--- src/hw/rtl/led_strip_animation_generator_assert.svh ---
// Assertion helpers used by the top-level RTL.
`ifndef LED_STRIP_ANIMATION_GENERATOR_ASSERT_SVH
`define LED_STRIP_ANIMATION_GENERATOR_ASSERT_SVH

// Same-cycle implication, disabled while reset is held.
`define LSAG_ASSERT_NOW(label, clk, rst_n, ante, cons) \
    label: assert property (@(posedge clk) disable iff (!(rst_n)) (ante) |-> (cons)) \
        else $error("lsag assertion failed");

// Next-cycle implication, disabled while reset is held.
`define LSAG_ASSERT_NEXT(label, clk, rst_n, ante, cons) \
    label: assert property (@(posedge clk) disable iff (!(rst_n)) (ante) |=> (cons)) \
        else $error("lsag assertion failed");

`endif

--- src/hw/rtl/lsag_pkg.sv ---
package lsag_pkg;

    typedef enum logic [2:0] {
        MODE_OFF   = 3'd0,
        MODE_SOLID = 3'd1,
        MODE_SNAKE = 3'd2,
        MODE_PULSE = 3'd3,
        MODE_XMAS  = 3'd4,
        MODE_XMAS2 = 3'd5
    } t_mode;

    typedef enum logic [2:0] {
        REG_MODE   = 3'd0,
        REG_LENGTH = 3'd1,
        REG_POWER  = 3'd2,
        REG_RED    = 3'd3,
        REG_GREEN  = 3'd4,
        REG_BLUE   = 3'd5
    } t_reg_index;

    typedef enum logic [2:0] {
        S_IDLE,
        S_MUL,
        S_SCALE,
        S_DIV,
        S_EMIT
    } t_state;

    typedef struct packed {
        logic start;   // latch frame parameters, clear pixel counter
        logic load;    // load next pixel into the output register
        logic finish;  // advance the frame phase
    } t_cmd;

    typedef struct packed {
        logic last;      // pixel counter sits on the final pixel
        logic out_free;  // output register can take a pixel this cycle
    } t_status;

    localparam int CFG_INDEX_W = 3;
    localparam int CFG_DATA_W  = 9;

    localparam logic [8:0]  FULL_POWER    = 9'd256;
    localparam logic [6:0]  PULSE_STEPS   = 7'd50;
    localparam logic [6:0]  PULSE_PERIOD  = 7'd101;
    localparam logic [6:0]  XMAS_PERIOD   = 7'd3;
    localparam logic [6:0]  XMAS2_PERIOD  = 7'd5;
    // floor(q / 50) == (q * DIV50_MUL) >> DIV50_SHIFT for q below 12800
    localparam logic [14:0] DIV50_MUL     = 15'd20972;
    localparam int          DIV50_SHIFT   = 20;

    localparam logic [6:0]  RESET_LENGTH  = 7'd8;
    localparam logic [7:0]  RESET_RED     = 8'd255;
    localparam logic [7:0]  RESET_GREEN   = 8'd0;
    localparam logic [7:0]  RESET_BLUE    = 8'd0;

endpackage

--- src/hw/rtl/lsag_in_if.sv ---
interface lsag_in_if;
    logic valid;
    logic ready;
    logic frame_tick;

    modport source (output valid, output frame_tick, input ready);
    modport sink (input valid, input frame_tick, output ready);
endinterface

--- src/hw/rtl/lsag_out_if.sv ---
interface lsag_out_if;
    logic       valid;
    logic       ready;
    logic [5:0] pixel_index;
    logic [7:0] red_out;
    logic [7:0] green_out;
    logic [7:0] blue_out;
    logic       last_pixel;

    modport source (output valid, output pixel_index, output red_out, output green_out,
                    output blue_out, output last_pixel, input ready);
    modport sink (input valid, input pixel_index, input red_out, input green_out,
                  input blue_out, input last_pixel, output ready);
endinterface

--- src/hw/rtl/lsag_ctrl.sv ---
module lsag_ctrl (
    input  logic             i_clk,
    input  logic             i_rst_n,
    input  logic             i_in_valid,
    input  logic             i_in_tick,
    output logic             o_in_ready,
    input  lsag_pkg::t_status i_status,
    output lsag_pkg::t_cmd   o_cmd
);

    lsag_pkg::t_state r_state;
    lsag_pkg::t_state n_state;

    always_ff @(posedge i_clk) begin
        if (!i_rst_n) begin
            r_state <= lsag_pkg::S_IDLE;
        end else begin
            r_state <= n_state;
        end
    end

    always_comb begin
        n_state = r_state;
        case (r_state)
            lsag_pkg::S_IDLE: begin
                // a transfer with a clear tick yields no frame
                if (i_in_valid && i_in_tick) begin
                    n_state = lsag_pkg::S_MUL;
                end
            end
            lsag_pkg::S_MUL:   n_state = lsag_pkg::S_SCALE;
            lsag_pkg::S_SCALE: n_state = lsag_pkg::S_DIV;
            lsag_pkg::S_DIV:   n_state = lsag_pkg::S_EMIT;
            lsag_pkg::S_EMIT: begin
                if (i_status.out_free && i_status.last) begin
                    n_state = lsag_pkg::S_IDLE;
                end
            end
            default: n_state = lsag_pkg::S_IDLE;
        endcase
    end

    always_comb begin
        o_in_ready    = 1'b0;
        o_cmd.start   = 1'b0;
        o_cmd.load    = 1'b0;
        o_cmd.finish  = 1'b0;
        case (r_state)
            lsag_pkg::S_IDLE: begin
                o_in_ready  = 1'b1;
                o_cmd.start = i_in_valid && i_in_tick;
            end
            lsag_pkg::S_EMIT: begin
                o_cmd.load   = i_status.out_free;
                o_cmd.finish = i_status.out_free && i_status.last;
            end
            default: begin
                o_in_ready = 1'b0;
            end
        endcase
    end

endmodule

--- src/hw/rtl/lsag_datapath.sv ---
module lsag_datapath #(
    parameter int MAX_PIXELS = 64
) (
    input  logic                                i_clk,
    input  logic                                i_rst_n,
    input  logic                                i_cfg_we,
    input  logic [lsag_pkg::CFG_INDEX_W-1:0]    i_cfg_index,
    input  logic [lsag_pkg::CFG_DATA_W-1:0]     i_cfg_data,
    input  lsag_pkg::t_cmd                      i_cmd,
    output lsag_pkg::t_status                   o_status,
    lsag_out_if.source                          o_out
);

    localparam logic [6:0] MaxLen = 7'(MAX_PIXELS);

    // configuration
    logic [2:0] r_mode;
    logic [6:0] r_strip_length;
    logic [8:0] r_power_level;
    logic [7:0] r_base [3];
    logic [6:0] r_phase;

    // frame parameters latched at frame start
    logic [6:0] r_ph;
    logic [6:0] r_len;
    logic [6:0] r_period;
    logic [8:0] r_pw;
    logic [5:0] r_step;

    // setup pipeline, one lane per colour
    logic [16:0] r_prod1 [3];
    logic [22:0] r_prod2 [3];
    logic [29:0] r_quot  [3];
    logic [7:0]  r_chr;

    // pixel walk
    logic [5:0] r_pix;
    logic [2:0] r_res;

    // output register
    logic       r_out_valid;
    logic [5:0] r_out_index;
    logic [7:0] r_out_red;
    logic [7:0] r_out_green;
    logic [7:0] r_out_blue;
    logic       r_out_last;

    logic [6:0]  len_eff;
    logic [6:0]  period;
    logic [6:0]  ph_eff;
    logic [8:0]  pw_sat;
    logic [6:0]  step_wide;
    logic [16:0] chr_full;
    logic [6:0]  n_phase;
    logic [2:0]  n_res;
    logic        last;
    logic [7:0]  pix_red;
    logic [7:0]  pix_green;
    logic [7:0]  pix_blue;

    always_comb begin
        if (r_strip_length == 7'd0) begin
            len_eff = 7'd1;
        end else if (r_strip_length > MaxLen) begin
            len_eff = MaxLen;
        end else begin
            len_eff = r_strip_length;
        end

        case (r_mode)
            lsag_pkg::MODE_SNAKE: period = len_eff;
            lsag_pkg::MODE_PULSE: period = lsag_pkg::PULSE_PERIOD;
            lsag_pkg::MODE_XMAS:  period = lsag_pkg::XMAS_PERIOD;
            lsag_pkg::MODE_XMAS2: period = lsag_pkg::XMAS2_PERIOD;
            default:              period = 7'd1;
        endcase

        ph_eff    = (r_phase >= period) ? 7'd0 : r_phase;
        pw_sat    = (r_power_level > lsag_pkg::FULL_POWER) ? lsag_pkg::FULL_POWER
                                                           : r_power_level;
        step_wide = (ph_eff < lsag_pkg::PULSE_STEPS) ? ph_eff
                                                     : (7'd100 - ph_eff);
    end

    always_ff @(posedge i_clk) begin
        if (!i_rst_n) begin
            r_mode         <= lsag_pkg::MODE_OFF;
            r_strip_length <= lsag_pkg::RESET_LENGTH;
            r_power_level  <= lsag_pkg::FULL_POWER;
            r_base[0]      <= lsag_pkg::RESET_RED;
            r_base[1]      <= lsag_pkg::RESET_GREEN;
            r_base[2]      <= lsag_pkg::RESET_BLUE;
            r_phase        <= 7'd0;
        end else begin
            if (i_cfg_we) begin
                case (i_cfg_index)
                    lsag_pkg::REG_MODE: begin
                        r_mode  <= i_cfg_data[2:0];
                        r_phase <= 7'd0;
                    end
                    lsag_pkg::REG_LENGTH: r_strip_length <= i_cfg_data[6:0];
                    lsag_pkg::REG_POWER:  r_power_level  <= i_cfg_data;
                    lsag_pkg::REG_RED:    r_base[0]      <= i_cfg_data[7:0];
                    lsag_pkg::REG_GREEN:  r_base[1]      <= i_cfg_data[7:0];
                    lsag_pkg::REG_BLUE:   r_base[2]      <= i_cfg_data[7:0];
                    default: ;
                endcase
            end
            if (i_cmd.finish) begin
                r_phase <= n_phase;
            end
        end
    end

    always_comb begin
        n_phase = r_ph + 7'd1;
        if (n_phase >= r_period) begin
            n_phase = 7'd0;
        end
    end

    // latch frame parameters
    always_ff @(posedge i_clk) begin
        if (i_cmd.start) begin
            r_ph     <= ph_eff;
            r_len    <= len_eff;
            r_period <= period;
            r_pw     <= pw_sat;
            r_step   <= step_wide[5:0];
        end
    end

    // setup pipeline runs freely; controller waits for its latency
    assign chr_full = {r_pw, 8'd0} - {8'd0, r_pw};

    always_ff @(posedge i_clk) begin
        r_chr <= chr_full[15:8];
        for (int c = 0; c < 3; c++) begin
            r_prod1[c] <= {9'd0, r_base[c]} * {8'd0, r_pw};
            r_prod2[c] <= {6'd0, r_prod1[c]} * {17'd0, r_step};
            r_quot[c]  <= {15'd0, r_prod2[c][22:8]} * {15'd0, lsag_pkg::DIV50_MUL};
        end
    end

    assign last = ({1'b0, r_pix} + 7'd1) == r_len;

    always_comb begin
        n_res = r_res + 3'd1;
        case (r_mode)
            lsag_pkg::MODE_XMAS:  if (r_res == 3'd2) n_res = 3'd0;
            lsag_pkg::MODE_XMAS2: if (r_res == 3'd4) n_res = 3'd0;
            default:              n_res = 3'd0;
        endcase
    end

    always_comb begin
        pix_red   = 8'd0;
        pix_green = 8'd0;
        pix_blue  = 8'd0;
        case (r_mode)
            lsag_pkg::MODE_SOLID: pix_red = 8'hFF;
            lsag_pkg::MODE_SNAKE: begin
                if ({1'b0, r_pix} == r_ph) begin
                    pix_red   = r_prod1[0][15:8];
                    pix_green = r_prod1[1][15:8];
                    pix_blue  = r_prod1[2][15:8];
                end
            end
            lsag_pkg::MODE_PULSE: begin
                pix_red   = r_quot[0][lsag_pkg::DIV50_SHIFT +: 8];
                pix_green = r_quot[1][lsag_pkg::DIV50_SHIFT +: 8];
                pix_blue  = r_quot[2][lsag_pkg::DIV50_SHIFT +: 8];
            end
            lsag_pkg::MODE_XMAS: begin
                if (r_res == 3'd0) begin
                    pix_red = r_chr;
                end else if (r_res == 3'd1) begin
                    pix_green = r_chr;
                end else begin
                    pix_blue = r_chr;
                end
            end
            lsag_pkg::MODE_XMAS2: begin
                if (r_res == 3'd0) begin
                    pix_red = r_chr;
                end else begin
                    pix_green = r_chr;
                end
            end
            default: pix_red = 8'd0;
        endcase
    end

    always_ff @(posedge i_clk) begin
        if (i_cmd.start) begin
            r_pix <= 6'd0;
            r_res <= ph_eff[2:0];
        end else if (i_cmd.load) begin
            r_pix <= r_pix + 6'd1;
            r_res <= n_res;
        end
    end

    always_ff @(posedge i_clk) begin
        if (!i_rst_n) begin
            r_out_valid <= 1'b0;
        end else if (i_cmd.load) begin
            r_out_valid <= 1'b1;
        end else if (o_out.ready) begin
            r_out_valid <= 1'b0;
        end
    end

    always_ff @(posedge i_clk) begin
        if (i_cmd.load) begin
            r_out_index <= r_pix;
            r_out_red   <= pix_red;
            r_out_green <= pix_green;
            r_out_blue  <= pix_blue;
            r_out_last  <= last;
        end
    end

    assign o_status.last     = last;
    assign o_status.out_free = !r_out_valid || o_out.ready;

    assign o_out.valid       = r_out_valid;
    assign o_out.pixel_index = r_out_index;
    assign o_out.red_out     = r_out_red;
    assign o_out.green_out   = r_out_green;
    assign o_out.blue_out    = r_out_blue;
    assign o_out.last_pixel  = r_out_last;

endmodule

--- src/hw/rtl/led_strip_animation_generator.sv ---
// Frame generator for an addressable LED strip. Each input transfer with
// frame_tick set produces one frame of strip_length pixels (clamped to
// 1..MAX_PIXELS), indexed from 0, the final one flagged with last_pixel;
// a transfer with frame_tick clear produces nothing. A frame occupies the
// block through the accept, the setup states MUL, SCALE and DIV for the
// per-frame colour multiplies, then one pixel per cycle through the
// output register while the sink keeps ready high. The next tick is taken
// the cycle after the last pixel enters the output register. Write the
// configuration registers only between frames; writing mode restarts the
// animation phase.
module led_strip_animation_generator #(
    parameter int MAX_PIXELS = 64
) (
    input  logic                             i_clk,
    input  logic                             i_rst_n,
    input  logic                             i_cfg_we,
    input  logic [lsag_pkg::CFG_INDEX_W-1:0] i_cfg_index,
    input  logic [lsag_pkg::CFG_DATA_W-1:0]  i_cfg_data,
    lsag_in_if.sink                          i_in,
    lsag_out_if.source                       o_out
);

    `include "led_strip_animation_generator_assert.svh"

    lsag_pkg::t_cmd    cmd;
    lsag_pkg::t_status status;
    logic              in_ready;

    lsag_ctrl u_ctrl (
        .i_clk      (i_clk),
        .i_rst_n    (i_rst_n),
        .i_in_valid (i_in.valid),
        .i_in_tick  (i_in.frame_tick),
        .o_in_ready (in_ready),
        .i_status   (status),
        .o_cmd      (cmd)
    );

    lsag_datapath #(
        .MAX_PIXELS (MAX_PIXELS)
    ) u_datapath (
        .i_clk       (i_clk),
        .i_rst_n     (i_rst_n),
        .i_cfg_we    (i_cfg_we),
        .i_cfg_index (i_cfg_index),
        .i_cfg_data  (i_cfg_data),
        .i_cmd       (cmd),
        .o_status    (status),
        .o_out       (o_out)
    );

    assign i_in.ready = in_ready;

    // a frame in progress blocks the input
    `LSAG_ASSERT_NEXT(a_busy_after_tick, i_clk, i_rst_n, i_in.valid && i_in.ready && i_in.frame_tick, !i_in.ready)
    // pixels within a frame follow back to back with rising index
    `LSAG_ASSERT_NEXT(a_pixel_follows, i_clk, i_rst_n, o_out.valid && o_out.ready && !o_out.last_pixel, o_out.valid && (o_out.pixel_index == $past(o_out.pixel_index) + 6'd1))
    // the phase advance only comes with the load of the final pixel
    `LSAG_ASSERT_NOW(a_finish_with_load, i_clk, i_rst_n, cmd.finish, cmd.load && status.last)

endmodule

--- src/flat_wrapper.sv ---
// flat-port wrapper written by rule: the top's interface ports become plain ports
module led_strip_animation_generator_flat 
#(
    parameter int MAX_PIXELS = 64
)
  (i_clk, i_rst_n, i_cfg_we, i_cfg_index, i_cfg_data, i_in_valid, i_in_frame_tick, i_in_ready, o_out_valid, o_out_pixel_index, o_out_red_out, o_out_green_out, o_out_blue_out, o_out_last_pixel, o_out_ready);
  lsag_in_if i_in_i ();
  lsag_out_if o_out_i ();
  input  logic i_clk;
  input  logic i_rst_n;
  input  logic i_cfg_we;
  input  logic [lsag_pkg::CFG_INDEX_W-1:0] i_cfg_index;
  input  logic [lsag_pkg::CFG_DATA_W-1:0] i_cfg_data;
  input wire logic [$bits(i_in_i.valid)-1:0] i_in_valid;
  input wire logic [$bits(i_in_i.frame_tick)-1:0] i_in_frame_tick;
  output wire logic [$bits(i_in_i.ready)-1:0] i_in_ready;
  output wire logic [$bits(o_out_i.valid)-1:0] o_out_valid;
  output wire logic [$bits(o_out_i.pixel_index)-1:0] o_out_pixel_index;
  output wire logic [$bits(o_out_i.red_out)-1:0] o_out_red_out;
  output wire logic [$bits(o_out_i.green_out)-1:0] o_out_green_out;
  output wire logic [$bits(o_out_i.blue_out)-1:0] o_out_blue_out;
  output wire logic [$bits(o_out_i.last_pixel)-1:0] o_out_last_pixel;
  input wire logic [$bits(o_out_i.ready)-1:0] o_out_ready;
  assign i_in_i.valid = i_in_valid;
  assign i_in_i.frame_tick = i_in_frame_tick;
  assign i_in_ready = i_in_i.ready;
  assign o_out_valid = o_out_i.valid;
  assign o_out_pixel_index = o_out_i.pixel_index;
  assign o_out_red_out = o_out_i.red_out;
  assign o_out_green_out = o_out_i.green_out;
  assign o_out_blue_out = o_out_i.blue_out;
  assign o_out_last_pixel = o_out_i.last_pixel;
  assign o_out_i.ready = o_out_ready;
  led_strip_animation_generator #(.MAX_PIXELS(MAX_PIXELS)) u_core (.i_clk(i_clk), .i_rst_n(i_rst_n), .i_cfg_we(i_cfg_we), .i_cfg_index(i_cfg_index), .i_cfg_data(i_cfg_data), .i_in(i_in_i), .o_out(o_out_i));
endmodule
--- config.mk ---
export PLATFORM = sky130hd
export DESIGN_NAME = led_strip_animation_generator_flat
export DESIGN_NICKNAME = d
export VERILOG_FILES = /design/src/hw/rtl/lsag_pkg.sv /design/src/hw/rtl/lsag_in_if.sv /design/src/hw/rtl/lsag_out_if.sv /design/src/hw/rtl/lsag_ctrl.sv /design/src/hw/rtl/lsag_datapath.sv /design/src/hw/rtl/led_strip_animation_generator.sv /design/src/flat_wrapper.sv
export VERILOG_INCLUDE_DIRS = /design/src /design/src/hw/rtl
export SDC_FILE = /design/constraint.sdc
export NUM_CORES = 2
export LEC_CHECK = 0
export ABC_AREA = 0
export BUFFER_PORTS_ARGS = -buffer_cell sky130_fd_sc_hd__buf_4
export CAP_MARGIN = 5
export CORE_ASPECT_RATIO = 1.2
export CORE_MARGIN = 2
export CORE_UTILIZATION = 28
export CTS_CLUSTER_SIZE = 24
export DETAILED_ROUTE_END_ITERATION = 6
export PLACE_DENSITY = 0.48
export SLEW_MARGIN = 10
export SYNTH_ARGS = -nofsm -noshare
export SYNTH_HDL_FRONTEND = slang
export SYNTH_SLANG_ARGS = --single-unit
--- constraint.sdc ---
create_clock -name i_clk -period 8.1 [get_ports i_clk]
set_input_delay 1.215 -clock i_clk [delete_from_list [all_inputs] [get_ports i_clk]]
set_output_delay 1.215 -clock i_clk [all_outputs]
set_load 0.01 [all_outputs]
==> results.sh <==
export IMPL_grtUsageTotal=0.132
export IMPL_fin_ws_ps=2700
export IMPL_synth_top_area_cell="fa_1"
export IMPL_clk_insertion_delay_late_ps=620
export IMPL_dp_slack_ps=2640
export IMPL_wl_per_cell_um=15.2
export IMPL_postCtsSetupBuffers=0
export IMPL_path_cells="ha_1, fa_1, fa_1, fa_1, inv_1, fa_1, inv_1, ha_1, nand4_1, nor2_1, a211o_1, a221oi_1, a221oi_1, a311oi_1, o21ba_2, xnor2_1"
export IMPL_synth_area_leaders="fa_1, ha_1, dfxtp_1"
export IMPL_dp_hpwl_um=63900
export IMPL_relSlewSlack=0.215
export IMPL_finalCritPeriodShare=0.667
export IMPL_grt_overflow=0
export IMPL_critPathCaptureType="flip-flop"
export IMPL_worstSetupPathType="flip-flop to flip-flop"
export IMPL_ys_warn_count=0
export IMPL_critPathMaxStageDelay_ps=610
export IMPL_cts_sinks=257
export IMPL_hold_violations=0
export IMPL_antenna_found_initial=3
export IMPL_cts_tree="built"
export IMPL_drive_gt1_frac=0.0391
export IMPL_grt_pass1_vias=24800
export IMPL_max_freq_ghz=0.185
export IMPL_synth_area_um2=33700
export IMPL_synthFlopType="dfxtp_1"
export IMPL_setup_violations_final=0
export IMPL_area_delta_synth_final_pct=9.03
export IMPL_skew_ps=34.2
export IMPL_place_inst=5051
export IMPL_die_area_um2=123000
export IMPL_route_detailed_drc=0
export IMPL_initial_core_util=0.282
export IMPL_io_pins=51
export IMPL_max_cap_viol_count=0
export IMPL_cts_hold_buf=0
export IMPL_crit_required_ps=8610
export IMPL_final_nets=4559
export IMPL_drt_wl_total_um=77700
export IMPL_die_y_um=384
export IMPL_final_instance_count_excl_fill=5107
export IMPL_core_um2=120000
export IMPL_via_per_inst=4.43
export IMPL_ys_seq_elements=257
export IMPL_cp_slowest_cell="a221oi_1"
export IMPL_drtIter0Drc=856
export IMPL_synth_edf_count=93
export IMPL_root_buffer="clkbuf_16"
export IMPL_cts_resized=0
export IMPL_io_buffers=50
export IMPL_netlist_area_leader_share=0.303
export IMPL_async_flop_share=0
export IMPL_post_route_min_period_ps=5400
export IMPL_seq_area_frac_synth=0.180
export IMPL_rsz0062_at_grt="no"
export IMPL_dr_pass1_iters=7
export IMPL_antennaDiodeCount=0
export IMPL_grt_max_degree=52
export IMPL_cts_buffers=30
export IMPL_yosysUniqueCellTypes=63
export IMPL_nFillCells=12600
export IMPL_die_w_um=321
export IMPL_gp_congestion=0.792
export IMPL_clockBufferDepth=3
export IMPL_tightestPinTransition_ps=1170
export IMPL_rows=139
export IMPL_cpMostUsedCell="fa_1"
export IMPL_slew_viol_final=0
export IMPL_drtAntennaViolNets=0
export IMPL_outcome="finished, final reports clean"
export IMPL_critPathMaxFanout=6
export IMPL_htreeDepth=1
export IMPL_critPathArrivalTime_ps=5910
export IMPL_fin_setup_tns_ps=0
export IMPL_hold_path_class="flip-flop to flip-flop"
export IMPL_num_vias=22600
export IMPL_clk_pin_slew_ps=60
export IMPL_syn_avg_cell_area_um2=9.58
export IMPL_synthCells=3523
export IMPL_startpoint_type="flip-flop"
export IMPL_grt_pass1_wl_um=131000
export IMPL_syn_nets=4550
final timing paths:
path                                      startpoint                                 end  slack [ps]  cells past startpoint
setup / recovery    u_core.u_datapath.r_prod2[0][42]     u_core.u_datapath.r_quot[0][53]        2700                     16
hold / removal    u_core.u_datapath.r_power_level[1]  u_core.u_datapath.r_power_level[1]         460                      2
setup reg to reg    u_core.u_datapath.r_prod2[0][42]     u_core.u_datapath.r_quot[0][53]        2700                     16
hold reg to reg   u_core.u_datapath.r_power_level[1]  u_core.u_datapath.r_power_level[1]         460                      2
cell type report:
| cell class | instances | area [µm²] | share of cell area |
|---|---|---|---|
| well taps | 1551 | 1940 | 0.0527 |
| flip-flops and latches | 257 | 6080 | 0.165 |
| repair buffers | 71 | 546 | 0.0148 |
| clock inverters | 17 | 124 | 0.00337 |
| clock buffers | 39 | 795 | 0.0216 |
| inverters | 795 | 2980 | 0.0811 |
| multi-input cells | 2377 | 24300 | 0.661 |
through the flow:
stage	utilization	hold WS (ps)	area [µm²]
6_report	0.308	456	36800
5_1_grt	0.308	484	36800
4_1_cts	0.308	462	36800
3_3_place_gp	0.300	450	35900
2_1_floorplan	-	431	33700
3_5_place_dp	0.300	453	35900
synth_stat cells, drive strengths merged, types with 4 or more instances:
| master | number |
|---|---|
| o21ai | 62 |
| fa | 510 |
| nand3 | 46 |
| ha | 499 |
| a221o | 9 |
| and3 | 11 |
| xor2 | 44 |
| a21o | 29 |
| dfxtp | 164 |
| buf | 11 |
| o2111ai | 4 |
| inv | 795 |
| nor2b | 36 |
| o211ai | 9 |
| a222oi | 16 |
| nor2 | 93 |
| a31oi | 9 |
| o31ai | 4 |
| edfxtp | 93 |
| o21bai | 10 |
| a31o | 4 |
| nand2 | 366 |
| a21boi | 19 |
| nand2b | 28 |
| xnor2 | 96 |
| nor3 | 30 |
| clkbuf | 83 |
| o21a | 17 |
| nand4 | 13 |
| or2 | 4 |
| a21oi | 93 |
| and2 | 252 |
| mux2i | 5 |
| or3 | 5 |
| nor4 | 5 |
| a211oi | 16 |
state kept, by name, indices dropped and copies added (netlist names), 8 cells and up:
name	count
u_core.u_datapath.r_base	24
u_core.u_datapath.r_prod1	51
u_core.u_datapath.o_out.red_out	8
u_core.u_datapath.r_chr	8
u_core.u_datapath.r_quot	24
u_core.u_datapath.o_out.blue_out	8
u_core.u_datapath.r_pw	9
u_core.u_datapath.o_out.green_out	8
u_core.u_datapath.r_prod2	45
u_core.u_datapath.r_power_level	9
worst max-delay path: cells and delay by family, from the launching register on:
kind                       cells  cell delay, ps
adders and majority gates      6            2630
xor gates and xnor gates       1              50
and+or+nand+nor                2             160
buffers and inverters          2              90
AOI/OAI and AO/OA              5            1830
DFF                            1             530
cell usage in the layout (no fill, tap or decap), types with 5 or more instances in the layout:
master	count
o21bai_1	10
o211ai_1	9
nand4_1	13
or3_1	5
clkinv_2	6
nor2b_1	36
clkbuf_16	30
o21ai_2	7
a21oi_1	93
ha_1	499
edfxtp_1	93
and3_1	11
a21boi_0	19
a31oi_1	9
buf_4	70
nand2b_1	28
clkbuf_1	8
a211oi_1	16
nor2_1	93
and2_1	251
dfxtp_1	164
nand2_1	365
inv_1	794
a21o_1	29
nor3_1	29
o21a_1	17
xor2_1	43
a222oi_1	16
mux2i_1	5
xnor2_1	96
fa_1	510
o21ai_0	55
a221o_1	9
nand3_1	45
cells by family after synthesis:
kind of cell,Yosys count,share of synthesized area
fa+ha+maj,1009,0.488
simple gates,896,0.130
buf+inv,889,0.0991
compound gates,327,0.0650
flops,257,0.180
xor+xnor,140,0.0366
mux,5,0.00148
layer usage:
metal / vias to the layer above / GRT usage / share of wire
met5: - / 0 / 0
met2: 309 / 0.236 / 0.49
met1: 11300 / 0.171 / 0.45
met4: 0 / 0.0334 / 0.025
met3: 83 / 0.0133 / 0.035
li1: 11000 / - / -
Power is not shown: default switching activity piles up to over one toggle a cycle in this logic, so the estimate is an artifact.
